### src/design/hsml_pkg.sv
// hsml_pkg: shared types, character codes and helper functions for the
// hex stream memory loader; no dependencies
package hsml_pkg;

	localparam logic [7:0] CH_ADDR = 8'h40;
	localparam logic [7:0] CH_QUIT = 8'h71;
	localparam logic [3:0] NIBBLE_TEN = 4'hA;
	localparam logic [3:0] COUNT_MAX = 4'd15;

	localparam logic KIND_WRITE = 1'b0;
	localparam logic KIND_DONE = 1'b1;

	typedef struct packed {
		logic        is_hex;
		logic [3:0]  nib;
	} hsml_digit_t;

	typedef struct packed {
		logic        valid;
		logic        kind;
		logic [31:0] addr;
		logic [31:0] data;
	} hsml_result_t;

	function automatic hsml_digit_t hex_value(input logic [7:0] ch);
		hsml_digit_t d;
		d.is_hex = 1'b1;
		d.nib = 4'd0;
		if (ch >= 8'h30 && ch <= 8'h39) begin
			d.nib = ch[3:0];
		end else if ((ch >= 8'h41 && ch <= 8'h46) || (ch >= 8'h61 && ch <= 8'h66)) begin
			d.nib = ch[3:0] - 4'd1 + NIBBLE_TEN;
		end else begin
			d.is_hex = 1'b0;
		end
		return d;
	endfunction

	function automatic logic [2:0] nib_ones(input logic [3:0] n);
		return {2'b00, n[0]} + {2'b00, n[1]} + {2'b00, n[2]} + {2'b00, n[3]};
	endfunction

	function automatic logic [5:0] popcount32(input logic [31:0] v);
		logic [5:0] sum;
		sum = 6'd0;
		for (int i = 0; i < 8; i++) begin
			sum = sum + {3'b000, nib_ones(v[4*i +: 4])};
		end
		return sum;
	endfunction

endpackage

### src/design/hsml_parser.sv
// hsml_parser: parse state (accumulator, digit count, address flag, write
// pointer, done flag) and per-character decode; uses hsml_pkg
module hsml_parser #(
	parameter int DIGITS_PER_WORD = 8
) (
	input  logic                  clk,
	input  logic                  arst_n,
	input  logic                  fire,
	input  logic [7:0]            ch,
	output hsml_pkg::hsml_result_t res
);
	import hsml_pkg::*;

	localparam logic [3:0] CNT_LIMIT = (DIGITS_PER_WORD < 15) ?
		4'(DIGITS_PER_WORD) : COUNT_MAX;

	logic [31:0] acc_q, acc_d;
	logic [3:0]  cnt_q, cnt_d;
	logic        addr_pend_q, addr_pend_d;
	logic [31:0] wptr_q, wptr_d;
	logic        done_q, done_d;
	hsml_digit_t dig;

	always_comb begin
		dig = hex_value(ch);
		acc_d = acc_q;
		cnt_d = cnt_q;
		addr_pend_d = addr_pend_q;
		wptr_d = wptr_q;
		done_d = done_q;
		res.valid = 1'b0;
		res.kind = KIND_WRITE;
		res.addr = wptr_q;
		res.data = acc_q;
		if (fire && !done_q) begin
			if (dig.is_hex) begin
				if (cnt_q < CNT_LIMIT) begin
					if (!cnt_q[3]) begin
						acc_d = acc_q | ({28'd0, dig.nib} << {~cnt_q[2:0], 2'b00});
					end
					cnt_d = cnt_q + 4'd1;
				end
			end else if (ch == CH_ADDR) begin
				addr_pend_d = 1'b1;
			end else if (ch == CH_QUIT) begin
				acc_d = 32'd0;
				cnt_d = 4'd0;
				addr_pend_d = 1'b0;
				done_d = 1'b1;
				res.valid = 1'b1;
				res.kind = KIND_DONE;
				res.addr = 32'd0;
				res.data = 32'd0;
			end else if (cnt_q != 4'd0) begin
				acc_d = 32'd0;
				cnt_d = 4'd0;
				if (addr_pend_q) begin
					wptr_d = acc_q;
					addr_pend_d = 1'b0;
				end else begin
					res.valid = 1'b1;
					wptr_d = wptr_q + 32'd4;
				end
			end
		end
	end

	always_ff @(posedge clk or negedge arst_n) begin
		if (!arst_n) begin
			acc_q <= 32'd0;
			cnt_q <= 4'd0;
			addr_pend_q <= 1'b0;
			wptr_q <= 32'd0;
			done_q <= 1'b0;
		end else begin
			acc_q <= acc_d;
			cnt_q <= cnt_d;
			addr_pend_q <= addr_pend_d;
			wptr_q <= wptr_d;
			done_q <= done_d;
		end
	end

endmodule

### src/design/hsml_out_stage.sv
// hsml_out_stage: result register with popcount and output handshake;
// uses hsml_pkg
module hsml_out_stage (
	input  logic                  clk,
	input  logic                  arst_n,
	input  logic                  load,
	input  hsml_pkg::hsml_result_t res,
	output logic                  advance,
	output logic                  out_valid,
	input  logic                  out_stall,
	output logic                  result_kind,
	output logic [31:0]           write_address,
	output logic [31:0]           write_data,
	output logic [5:0]            ones_count
);
	import hsml_pkg::*;

	logic valid_s2;

	assign advance = !valid_s2 || !out_stall;
	assign out_valid = valid_s2;

	always_ff @(posedge clk or negedge arst_n) begin
		if (!arst_n) begin
			valid_s2 <= 1'b0;
		end else if (load) begin
			valid_s2 <= res.valid;
		end else if (!out_stall) begin
			valid_s2 <= 1'b0;
		end
	end

	always_ff @(posedge clk) begin
		if (load && res.valid) begin
			result_kind <= res.kind;
			write_address <= res.addr;
			write_data <= res.data;
			ones_count <= popcount32(res.data);
		end
	end

endmodule

### src/design/hex_stream_memory_loader_top.sv
// hex_stream_memory_loader_top: input register, parser and result register
// of the hex stream memory loader; uses hsml_pkg, hsml_parser, hsml_out_stage
//
// Usage: one received character per input beat (in_valid, in_stall, rx_char).
// Hex digits build a 32-bit word from the top nibble down; '@' marks the
// word as an address, any other character ends it, 'q' ends loading.
// A data word comes out as one output beat (result_kind 0) carrying the
// byte address, the word and its count of set bits; 'q' gives one beat of
// result_kind 1 with the other fields zero. Characters that end no word,
// address words and everything after 'q' give no beat.
// Path: each accepted character goes from the input register through the
// parse step, and its result into the result register, which drives the
// output. Throughput: one character per cycle while the receiver does not
// stall, set by the single parse step between the two registers.
// Reset clears the parse state: write pointer zero, no digits, not done.
// While the receiver stalls, the result holds; one more character can sit
// in the input register, then in_stall rises until the result is taken.
module hex_stream_memory_loader_top #(
	parameter int DIGITS_PER_WORD = 8
) (
	input  logic        clk,
	input  logic        arst_n,
	input  logic        in_valid,
	output logic        in_stall,
	input  logic [7:0]  rx_char,
	output logic        out_valid,
	input  logic        out_stall,
	output logic        result_kind,
	output logic [31:0] write_address,
	output logic [31:0] write_data,
	output logic [5:0]  ones_count
);
	import hsml_pkg::*;

	logic         valid_s1;
	logic [7:0]   char_s1;
	logic         advance;
	logic         fire;
	hsml_result_t res;

	assign fire = valid_s1 && advance;
	assign in_stall = valid_s1 && !advance;

	always_ff @(posedge clk or negedge arst_n) begin
		if (!arst_n) begin
			valid_s1 <= 1'b0;
		end else if (!in_stall) begin
			valid_s1 <= in_valid;
		end
	end

	always_ff @(posedge clk) begin
		if (in_valid && !in_stall) begin
			char_s1 <= rx_char;
		end
	end

	hsml_parser #(
		.DIGITS_PER_WORD(DIGITS_PER_WORD)
	) u_parser (
		.clk    (clk),
		.arst_n (arst_n),
		.fire   (fire),
		.ch     (char_s1),
		.res    (res)
	);

	hsml_out_stage u_out (
		.clk           (clk),
		.arst_n        (arst_n),
		.load          (fire),
		.res           (res),
		.advance       (advance),
		.out_valid     (out_valid),
		.out_stall     (out_stall),
		.result_kind   (result_kind),
		.write_address (write_address),
		.write_data    (write_data),
		.ones_count    (ones_count)
	);

endmodule

### config.mk
export PLATFORM = sky130hd
export DESIGN_NAME = hex_stream_memory_loader_top
export DESIGN_NICKNAME = d
export VERILOG_FILES = /design/src/design/hsml_pkg.sv /design/src/design/hsml_parser.sv /design/src/design/hsml_out_stage.sv /design/src/design/hex_stream_memory_loader_top.sv
export SDC_FILE = /design/constraint.sdc
export NUM_CORES = 1
export LEC_CHECK = 0
export BUFFER_PORTS_ARGS = -buffer_cell sky130_fd_sc_hd__buf_2
export CORE_MARGIN = 2
export CORE_UTILIZATION = 60
export DETAILED_ROUTE_END_ITERATION = 7
export PLACE_DENSITY_LB_ADDON = 0.3
export SETUP_SLACK_MARGIN = 0.5
export SLEW_MARGIN = 0
export SYNTH_ARGS = -nofsm -noshare
export SYNTH_HDL_FRONTEND = slang
export SYNTH_SLANG_ARGS = --single-unit
### constraint.sdc
create_clock -name clk -period 20 [get_ports clk]
set_clock_uncertainty 0.15 [all_clocks]
set_input_delay 0 -clock clk [delete_from_list [all_inputs] [get_ports clk]]
set_output_delay 0 -clock clk [all_outputs]
set_load 0.03 [all_outputs]
==> results of run 1 <==
-- flip-flops by register name, indices dropped and copies added, names as in the netlist, 4 cells and up --
register	flops
char_s1	8
u_out.ones_count	6
u_out.write_address	32
u_out.write_data	32
u_parser.acc_q	32
u_parser.cnt_q	4
u_parser.wptr_q	32
-- cell usage in the layout, fill, tap and decap left out, types with 28 or more instances in the layout --
master,netlist,routed
inv_1,51,51
o21ai_0,34,34
nand2_1,42,42
a21oi_1,42,42
buf_2,6,84
dfrtp_1,72,72
edfxtp_1,79,79
nor2_1,29,28
and2_1,58,58
ha_1,35,35
-- power groups by stage --
| stage | combinational, mW | clock (mW) | sequential [mW] |
|---|---|---|---|
| after floorplan | 0.152 | 0 | 0.517 |
| after global routing | 0.310 | 0.346 | 0.471 |
| after detailed placement | 0.279 | 0 | 0.467 |
| final | 0.284 | 0.330 | 0.462 |
| after global placement | 0.269 | 0 | 0.463 |
| after CTS | 0.284 | 0.333 | 0.461 |
-- layer usage --
layer	share of wire, %	routed length (µm)	vias to the layer above	global-route usage (%)
met5	0	0	-	0
met4	4.4	781	0	13.70
met3	5.8	1025	62	6.105
met2	50	8844	248	43.17
met1	39	6912	2787	32.95
li1	-	-	2630	-
-- worst register-to-register path: stages (launching register included) --
cell,delay (ps)
edfxtp_1,460
inv_1,130
ha_1,230
or3b_4,420
a311oi_1,350
nand3_1,440
buf_4,410
and2_1,240
ha_1,300
inv_1,70
fa_1,410
inv_1,80
ha_1,180
inv_1,60
fa_1,370
xnor2_1,170
fa_1,550
inv_1,50
fa_1,490
inv_1,50
fa_1,510
fa_1,570
inv_1,70
fa_1,450
inv_1,80
a21o_1,100
a21oi_1,80
xnor2_1,130
-- cells by family (layout without fill, tap and decap cells) --
kind of cell	Yosys count	in the layout	share of synthesized area (%)
buffers and inverters	84	185	4.721
xor gates and xnor gates	5	5	0.5620
DFF	151	151	53.56
adders and majority gates	57	57	11.27
AOI/OAI and AO/OA	173	173	14.05
and+or+nand+nor	208	208	14.87
muxes	7	7	0.9634
-- path summary, 6_finish.rpt --
| kind | slack, ps | cells past startpoint | endpoint | start |
|---|---|---|---|---|
| setup / recovery | 12160 | 27 | u_out.ones_count[5] | char_s1[1] |
| hold / removal | 130 | 2 | char_s1[4] | rx_char[4] |
| setup reg to reg | 12160 | 27 | u_out.ones_count[5] | char_s1[1] |
| hold reg to reg | 360 | 1 | u_parser.done_q | u_parser.done_q |
| max in group asynchronous | 18910 | 3 | valid_s1 | arst_n |
| min in group asynchronous | 170 | 3 | u_parser.wptr_q[27] | arst_n |
-- metrics by stage --
stage | util, % | setup WS, ps | hold WS (ps) | std cells | instance area [µm²]
finish | 71.26 | 12160 | 131.3 | 958 | 9030
floorplan | - | 13060 | -445.6 | 685 | 7792
global placement | 65.54 | 12490 | 26.44 | 914 | 8304
CTS | 71.26 | 12130 | 113.4 | 958 | 9030
global route | 71.26 | 11650 | 128.1 | 958 | 9030
detailed placement | 65.54 | 12140 | 28.15 | 914 | 8304
-- layout make-up --
cell class	instances	area [µm²]	area share (%)
flip-flops and latches	151	4174	46.22
multi-input cells	450	3258	36.08
repair buffers	102	585.6	6.485
clock buffers	21	450.4	4.988
well taps	172	215.2	2.383
inverters	51	191.4	2.120
clock inverters	11	155.1	1.718
==> summary.txt, run 1 <==
Outcome
  – Run status: finished clean

GRT
  – Total grt overflow: 0
  – Wire length of the first global-routing pass: 28390 µm
  – Vias in the first global route: 5686
  – Number of antenna violations at the first check in global routing: 0
  – Global Route Usage Sum: a little over a quarter
  – Largest net degree at the start of global routing: 73

Drt
  – First-pass detailed-route iteration total: 5
  – Routed WL: 17560 µm
  – DRC violation count after routing: 0
  – Iteration-0 DRC count of the detailed router: 530
  – Final routed wire length divided by cell count: 18.33 µm
  – Number of nets with antenna violations after detailed routing: 0
  – Count of vias placed by the detailed router: 5727
  – Vias per Instance: 5.978

Timing
  – Worst max-slew margin expressed relative to the limit: 23.65%
  – Total count of max-transition violations in the final report: 0
  – Final-layout setup total negative slack: 0 ps
  – Unrepaired setup endpoints after global routing: no
  – Number of hold-slack violations in the final timing report: 0
  – Number of setup violations in the final report: 0
  – Maximum frequency from static timing analysis: 0.1275 GHz
  – Slew @ Worst Pin: ~1100 ps
  – Post-layout minimum cycle time: 7841 ps
  – Period utilisation layout: about two fifths

Synthesis
  – Number of warnings issued by yosys: 0
  – Synthesized Nets: approximately 750
  – Commonest cells in the synthesized netlist: 79 x edfxtp_1, 72 x dfrtp_1, 58 x and2_1, 51 x inv_1
  – Library cells used by synthesis: 62
  – Main flop type after synthesis: edfxtp_1
  – Post-synth ARST share: 47.68%
  – Summed instance area of the synthesized netlist: 0.007792 mm²
  – Sequential-to-total area share from yosys stat: 53.56%
  – Syn avg cell area: about 11 µm²
  – Cell count after synthesis: just under 700
  – Leading cell type by number of instances after synthesis: edfxtp_1
  – Number of synthesized flops with an enable pin: 79
  – Biggest area consumer among synthesized cells: edfxtp_1
  – Post-synthesis register bit count: 151
  – Top cells by area in the synthesized netlist: edfxtp_1 30%, dfrtp_1 23%, fa_1 5.7%, ha_1 5.6%, and2_1 4.7%
  – Area fraction of the dominant cell type after synthesis: 30.44%

Worst hold path
  – Class of the tightest hold or removal check: primary input to register

Clock tree
  – Clock insertion delay at the later pin of the skew report: 430 ps
  – Clock buffers created by TritonCTS: 17
  – Number of gates resized after cts: 0
  – Number of buffers between clock root and the deepest sink: 2
  – H-tree depth: 4
  – Buffers inserted by post-CTS timing repair: 0
  – Root buffer cell: clkbuf_16
  – Cts-stage hold buffer count: 12
  – CTS tree: built
  – Post-CTS clock slew at the launch and capture registers of the worst setup and hold paths: around 60 ps
  – Number of sinks driven by the clock tree: around 150

Floorplan
  – Vertical extent of the die: 118.0 µm
  – # rows: 41
  – Die outline width: 118.0 µm
  – Starting density of the core: 61.50%
  – Number of primary I/O pins: 85
  – Area of the die: 0.01391 mm²
  – Area inside the core boundary: 0.01267 mm²

Setup path
  – Cell with the largest stage delay on the worst path: fa_1
  – Worst endpoint data arrival time: 7870 ps
  – Slowest cell delay on critical path: between 500 and 600 ps
  – Startpoint-to-endpoint class of the critical path: register to register
  – Type of destination of the critical path: register
  – Critical path buffer and inverter count: 9
  – Top cell family by delay on the critical path: adder cells
  – Startpoint Class: register
  – Critical path fanouts, max: 45
  – Required @ worst endpoint: 20030 ps
  – Cell type with the highest occurrence count on the critical path: inv_1

Power and ir drop
  – Combinational cell fraction of total power: 26.4%
  – Share of total power in sequential cells: 43.0%
  – Total power per unit cell area: 119.2 mW/mm²
  – Total net switching power: 0.3686 mW
  – Maximum vdd ir drop: approximately 67 µV
  – Switching Fraction: 34.25%
  – Leakage power figure: 3.929 nW
  – Proportion of power drawn by the clock network: 30.7%
  – Int Pwr: a little over 0.7 mW
  – Post-route total power: around 1.1 mW

Finish
  – Fraction of layout cells with a size suffix above 1: 17.81%
  – Filler cells: 924
  – Final-stage net count: 842
  – Layout Area Growth over Synthesis: 15.88%
  – Final antenna diode count: 0

Placed design
  – RD Place Congestion: about 0.86
  – PortBufs: between 80 and 90
  – Post-detailed-placement half-perimeter wirelength: 12340 µm

Run
  – Max-cap violations: 0
Power figures use the tool's default switching activity.
==> run 2: changes to the inputs <==
- ABC_AREA: unset -> 1
- CORE_UTILIZATION: 60 -> 54
- clock period: 20 -> 6.6 ns (I/O delays scaled with it)
==> summary.txt, run 2 <==
Outcome
  – Run status: finished clean (unchanged)

Drt
  – Routed WL: 21800 µm (was 17560 µm)
  – Number of nets with antenna violations after detailed routing: 0 (unchanged)
  – Iteration-0 DRC count of the detailed router: 1052 (was 530)
  – First-pass detailed-route iteration total: 6 (was 5)
  – Vias per Instance: 5.582 (was 5.978)
  – DRC violation count after routing: 0 (unchanged)
  – Count of vias placed by the detailed router: 7044 (was 5727)
  – Final routed wire length divided by cell count: 17.28 µm (was 18.33 µm)

Synthesis
  – Syn avg cell area: 9.078 µm² (was 11.38 µm²)
  – Top cells by area in the synthesized netlist: edfxtp_1 28%, dfrtp_1 22%, nand2_1 8.5%, inv_1 6.0%, fa_1 5.3% (was edfxtp_1 30%, dfrtp_1 23%, fa_1 5.7%, ha_1 5.6%, and2_1 4.7%)
  – Commonest cells in the synthesized netlist: 189 x nand2_1, 134 x inv_1, 107 x nor2_1, 79 x edfxtp_1, 72 x dfrtp_1 (was 79 x edfxtp_1, 72 x dfrtp_1, 58 x and2_1, 51 x inv_1)
  – Sequential-to-total area share from yosys stat: 50.14% (was 53.56%)
  – Summed instance area of the synthesized netlist: 0.008324 mm² (was 0.007792 mm²)
  – Leading cell type by number of instances after synthesis: nand2_1 (was edfxtp_1)
  – Number of warnings issued by yosys: 0 (unchanged)
  – Cell count after synthesis: 917 (was 685)
  – Area fraction of the dominant cell type after synthesis: 28.50% (was 30.44%)
  – Biggest area consumer among synthesized cells: edfxtp_1 (unchanged)
  – Post-synth ARST share: 47.68% (unchanged)
  – Number of synthesized flops with an enable pin: 79 (unchanged)
  – Post-synthesis register bit count: 151 (unchanged)
  – Synthesized Nets: 986 (was 754)
  – Main flop type after synthesis: edfxtp_1 (unchanged)
  – Library cells used by synthesis: 38 (was 62)

Finish
  – Final-stage net count: 1130 (was 842)
  – Most frequent cells in the layout: 185 x nand2_1, 121 x inv_1, 102 x nor2_1 (was 84 x buf_2, 79 x edfxtp_1, 72 x dfrtp_1)
  – Layout Area Growth over Synthesis: 23.91% (was 15.88%)
  – Filler cells: 1130 (was 924)
  – Register Area: 0.004174 mm² (unchanged)
  – Fraction of layout cells with a size suffix above 1: 22.07% (was 17.81%)
  – Area taken by multi-input logic gates: 0.003667 mm² (was 0.003258 mm²)
  – Final antenna diode count: 0 (unchanged)
  – Core Util, Final: 68.10% (was 71.26%)
  – Commonest non-fill, non-tap cell in the layout: nand2_1 (was buf_2)

Floorplan
  – Number of primary I/O pins: 85 (unchanged)
  – Vertical extent of the die: 128.2 µm (was 118.0 µm)
  – # rows: 45 (was 41)
  – Starting density of the core: 54.96% (was 61.50%)
  – Area inside the core boundary: 0.01515 mm² (was 0.01267 mm²)
  – Die outline width: 128.2 µm (was 118.0 µm)
  – Area of the die: 0.01643 mm² (was 0.01391 mm²)

Clock tree
  – Number of sinks driven by the clock tree: 151 (unchanged)
  – Clock buffers created by TritonCTS: 17 (unchanged)
  – Clock insertion delay at the later pin of the skew report: 430 ps (about the same)
  – CTS tree: built (unchanged)
  – Post-CTS clock slew at the launch and capture registers of the worst setup and hold paths: 70 ps (was 60 ps)
  – Number of buffers between clock root and the deepest sink: 2 (unchanged)
  – H-tree depth: 4 (unchanged)
  – Root buffer cell: clkbuf_16 (unchanged)

Setup path
  – Type of destination of the critical path: register (unchanged)
  – Worst endpoint data arrival time: 6450 ps (was 7870 ps)
  – Cell with the largest stage delay on the worst path: edfxtp_1 (was fa_1)
  – Startpoint-to-endpoint class of the critical path: register to register (unchanged)
  – Slowest cell delay on critical path: 450 ps (was 570 ps)
  – Reg2reg start: char_s1[0] (was char_s1[1])
  – Required @ worst endpoint: 6650 ps (was 20030 ps)
  – Top cell family by delay on the critical path: buffers and inverters (was adder cells)
  – Critical path origin: char_s1[0] (was char_s1[1])
  – Critical path fanouts, max: 8 (was 45)
  – Cell type with the highest occurrence count on the critical path: buf_4 (was inv_1)
  – Startpoint Class: register (unchanged)
  – Critical path buffer and inverter count: 38 (was 9)

Timing
  – Final-layout setup total negative slack: 0 ps (unchanged)
  – Period utilisation layout: 96.98% (was 39.21%)
  – Total count of max-transition violations in the final report: 0 (unchanged)
  – Maximum frequency from static timing analysis: 0.1562 GHz (was 0.1275 GHz)
  – Slew @ Worst Pin: 959.3 ps (was 1136 ps)
  – Final worst slack: 199.3 ps (was 12160 ps)
  – Number of hold-slack violations in the final timing report: 0 (unchanged)
  – Number of setup violations in the final report: 0 (unchanged)
  – Post-layout minimum cycle time: 6401 ps (was 7841 ps)
  – Unrepaired setup endpoints after global routing: yes (was no)
  – Min Hold Slack: 134.1 ps (was 131.3 ps)
  – Worst max-slew margin expressed relative to the limit: 36.05% (was 23.65%)

GRT
  – Vias in the first global route: 6566 (was 5686)
  – Met1 GRT Util: 34.71% (was 32.95%)
  – Global routing met3 resource utilization: 6.052% (was 6.105%)
  – Number of antenna violations at the first check in global routing: 0 (unchanged)
  – Largest net degree at the start of global routing: 73 (unchanged)
  – GR Util met2: 43.79% (was 43.17%)
  – Most heavily used metal layer in global routing: met2 (unchanged)
  – Wire length of the first global-routing pass: 33510 µm (was 28390 µm)
  – Total grt overflow: 0 (unchanged)
  – Global Route Usage Sum: 26.89% (was 26.40%)

Run
  – Max-cap violations: 0 (unchanged)

Power and ir drop
  – Maximum vdd ir drop: 185.6 µV (was 67.05 µV)
  – Leakage power figure: 4.706 nW (was 3.929 nW)
  – Post-route total power: 3.509 mW (was 1.076 mW)
  – Total power per unit cell area: 340.2 mW/mm² (was 119.2 mW/mm²)

Placed design
  – RD Place Congestion: 0.9396 (was 0.8576)
  – Post-detailed-placement half-perimeter wirelength: 13640 µm (was 12340 µm)
  – PortBufs: 84 (unchanged)
  – Pre-CTS worst setup slack: 24.60 ps (was 12140 ps)

Worst hold path
  – Launch instance of the worst min-delay path: rx_char[5] (was rx_char[4])
  – Class of the tightest hold or removal check: primary input to register (unchanged)
-- run 2: area by class of cell --
type,count,share of cell area (%)
inverters,138,5.046
repair buffers,158,10.63
clock inverters,13,1.735
flip-flops and latches,151,40.47
clock buffers,19,4.294
well taps,188,2.280
multi-input cells,595,35.55
-- run 2: report_power, final --
group,leakage (nW),switching [mW],internal (mW)
clock network,0.296,0.387,0.640
registers,1.73,0.118,1.25
logic,2.68,0.780,0.337
total,4.71,1.29,2.22
-- run 2: path summary, 6_finish.rpt --
| check | to | slack [ps] | depth (start not counted) |
|---|---|---|---|
| worst max-delay path | u_out.write_data[1] | 200 | 48 |
| worst min-delay path | char_s1[5] | 130 | 2 |
| worst max register to register | u_out.write_data[1] | 200 | 48 |
| worst min register to register | u_parser.done_q | 320 | 1 |
| max in group asynchronous | u_parser.wptr_q[2] | 5490 | 3 |
| min in group asynchronous | u_parser.cnt_q[0] | 160 | 3 |
-- run 2: routing by layer --
| metal | wire [µm] | share of wire [%] | vias to the layer above |
|---|---|---|---|
| met5 | 0 | 0 | - |
| met4 | 1010 | 4.6 | 0 |
| met3 | 1676 | 7.7 | 98 |
| met2 | 10620 | 49 | 370 |
| met1 | 8499 | 39 | 3334 |
| li1 | - | - | 3242 |
-- run 2: metrics by stage --
stage / instances / instance area (µm²)
after global placement: 1164 / 8926
after CTS: 1257 / 10150
after global routing: 1262 / 10310
final: 1262 / 10310
after floorplan: 917 / 8401
after detailed placement: 1164 / 8926
-- run 2: logic make-up (layout without fill, tap and decap cells) --
| logic type | count (synthesis) | count (layout) | synth area share [%] |
|---|---|---|---|
| buf+inv | 171 | 328 | 8.387 |
| simple gates | 415 | 415 | 21.51 |
| mux | 6 | 6 | 0.7215 |
| compound gates | 89 | 89 | 5.742 |
| xor+xnor | 28 | 28 | 2.946 |
| flops | 151 | 151 | 50.14 |
| fa+ha+maj | 57 | 57 | 10.55 |
-- run 2: timing repair --
item,CTS,global route
buffers inserted,48,4
endpoints found under the hold margin,90,0
gates cloned,0,1
hold buffers,13,0
pin swaps,21,15
resized for setup,22,23
endpoints found under the setup margin,4,5
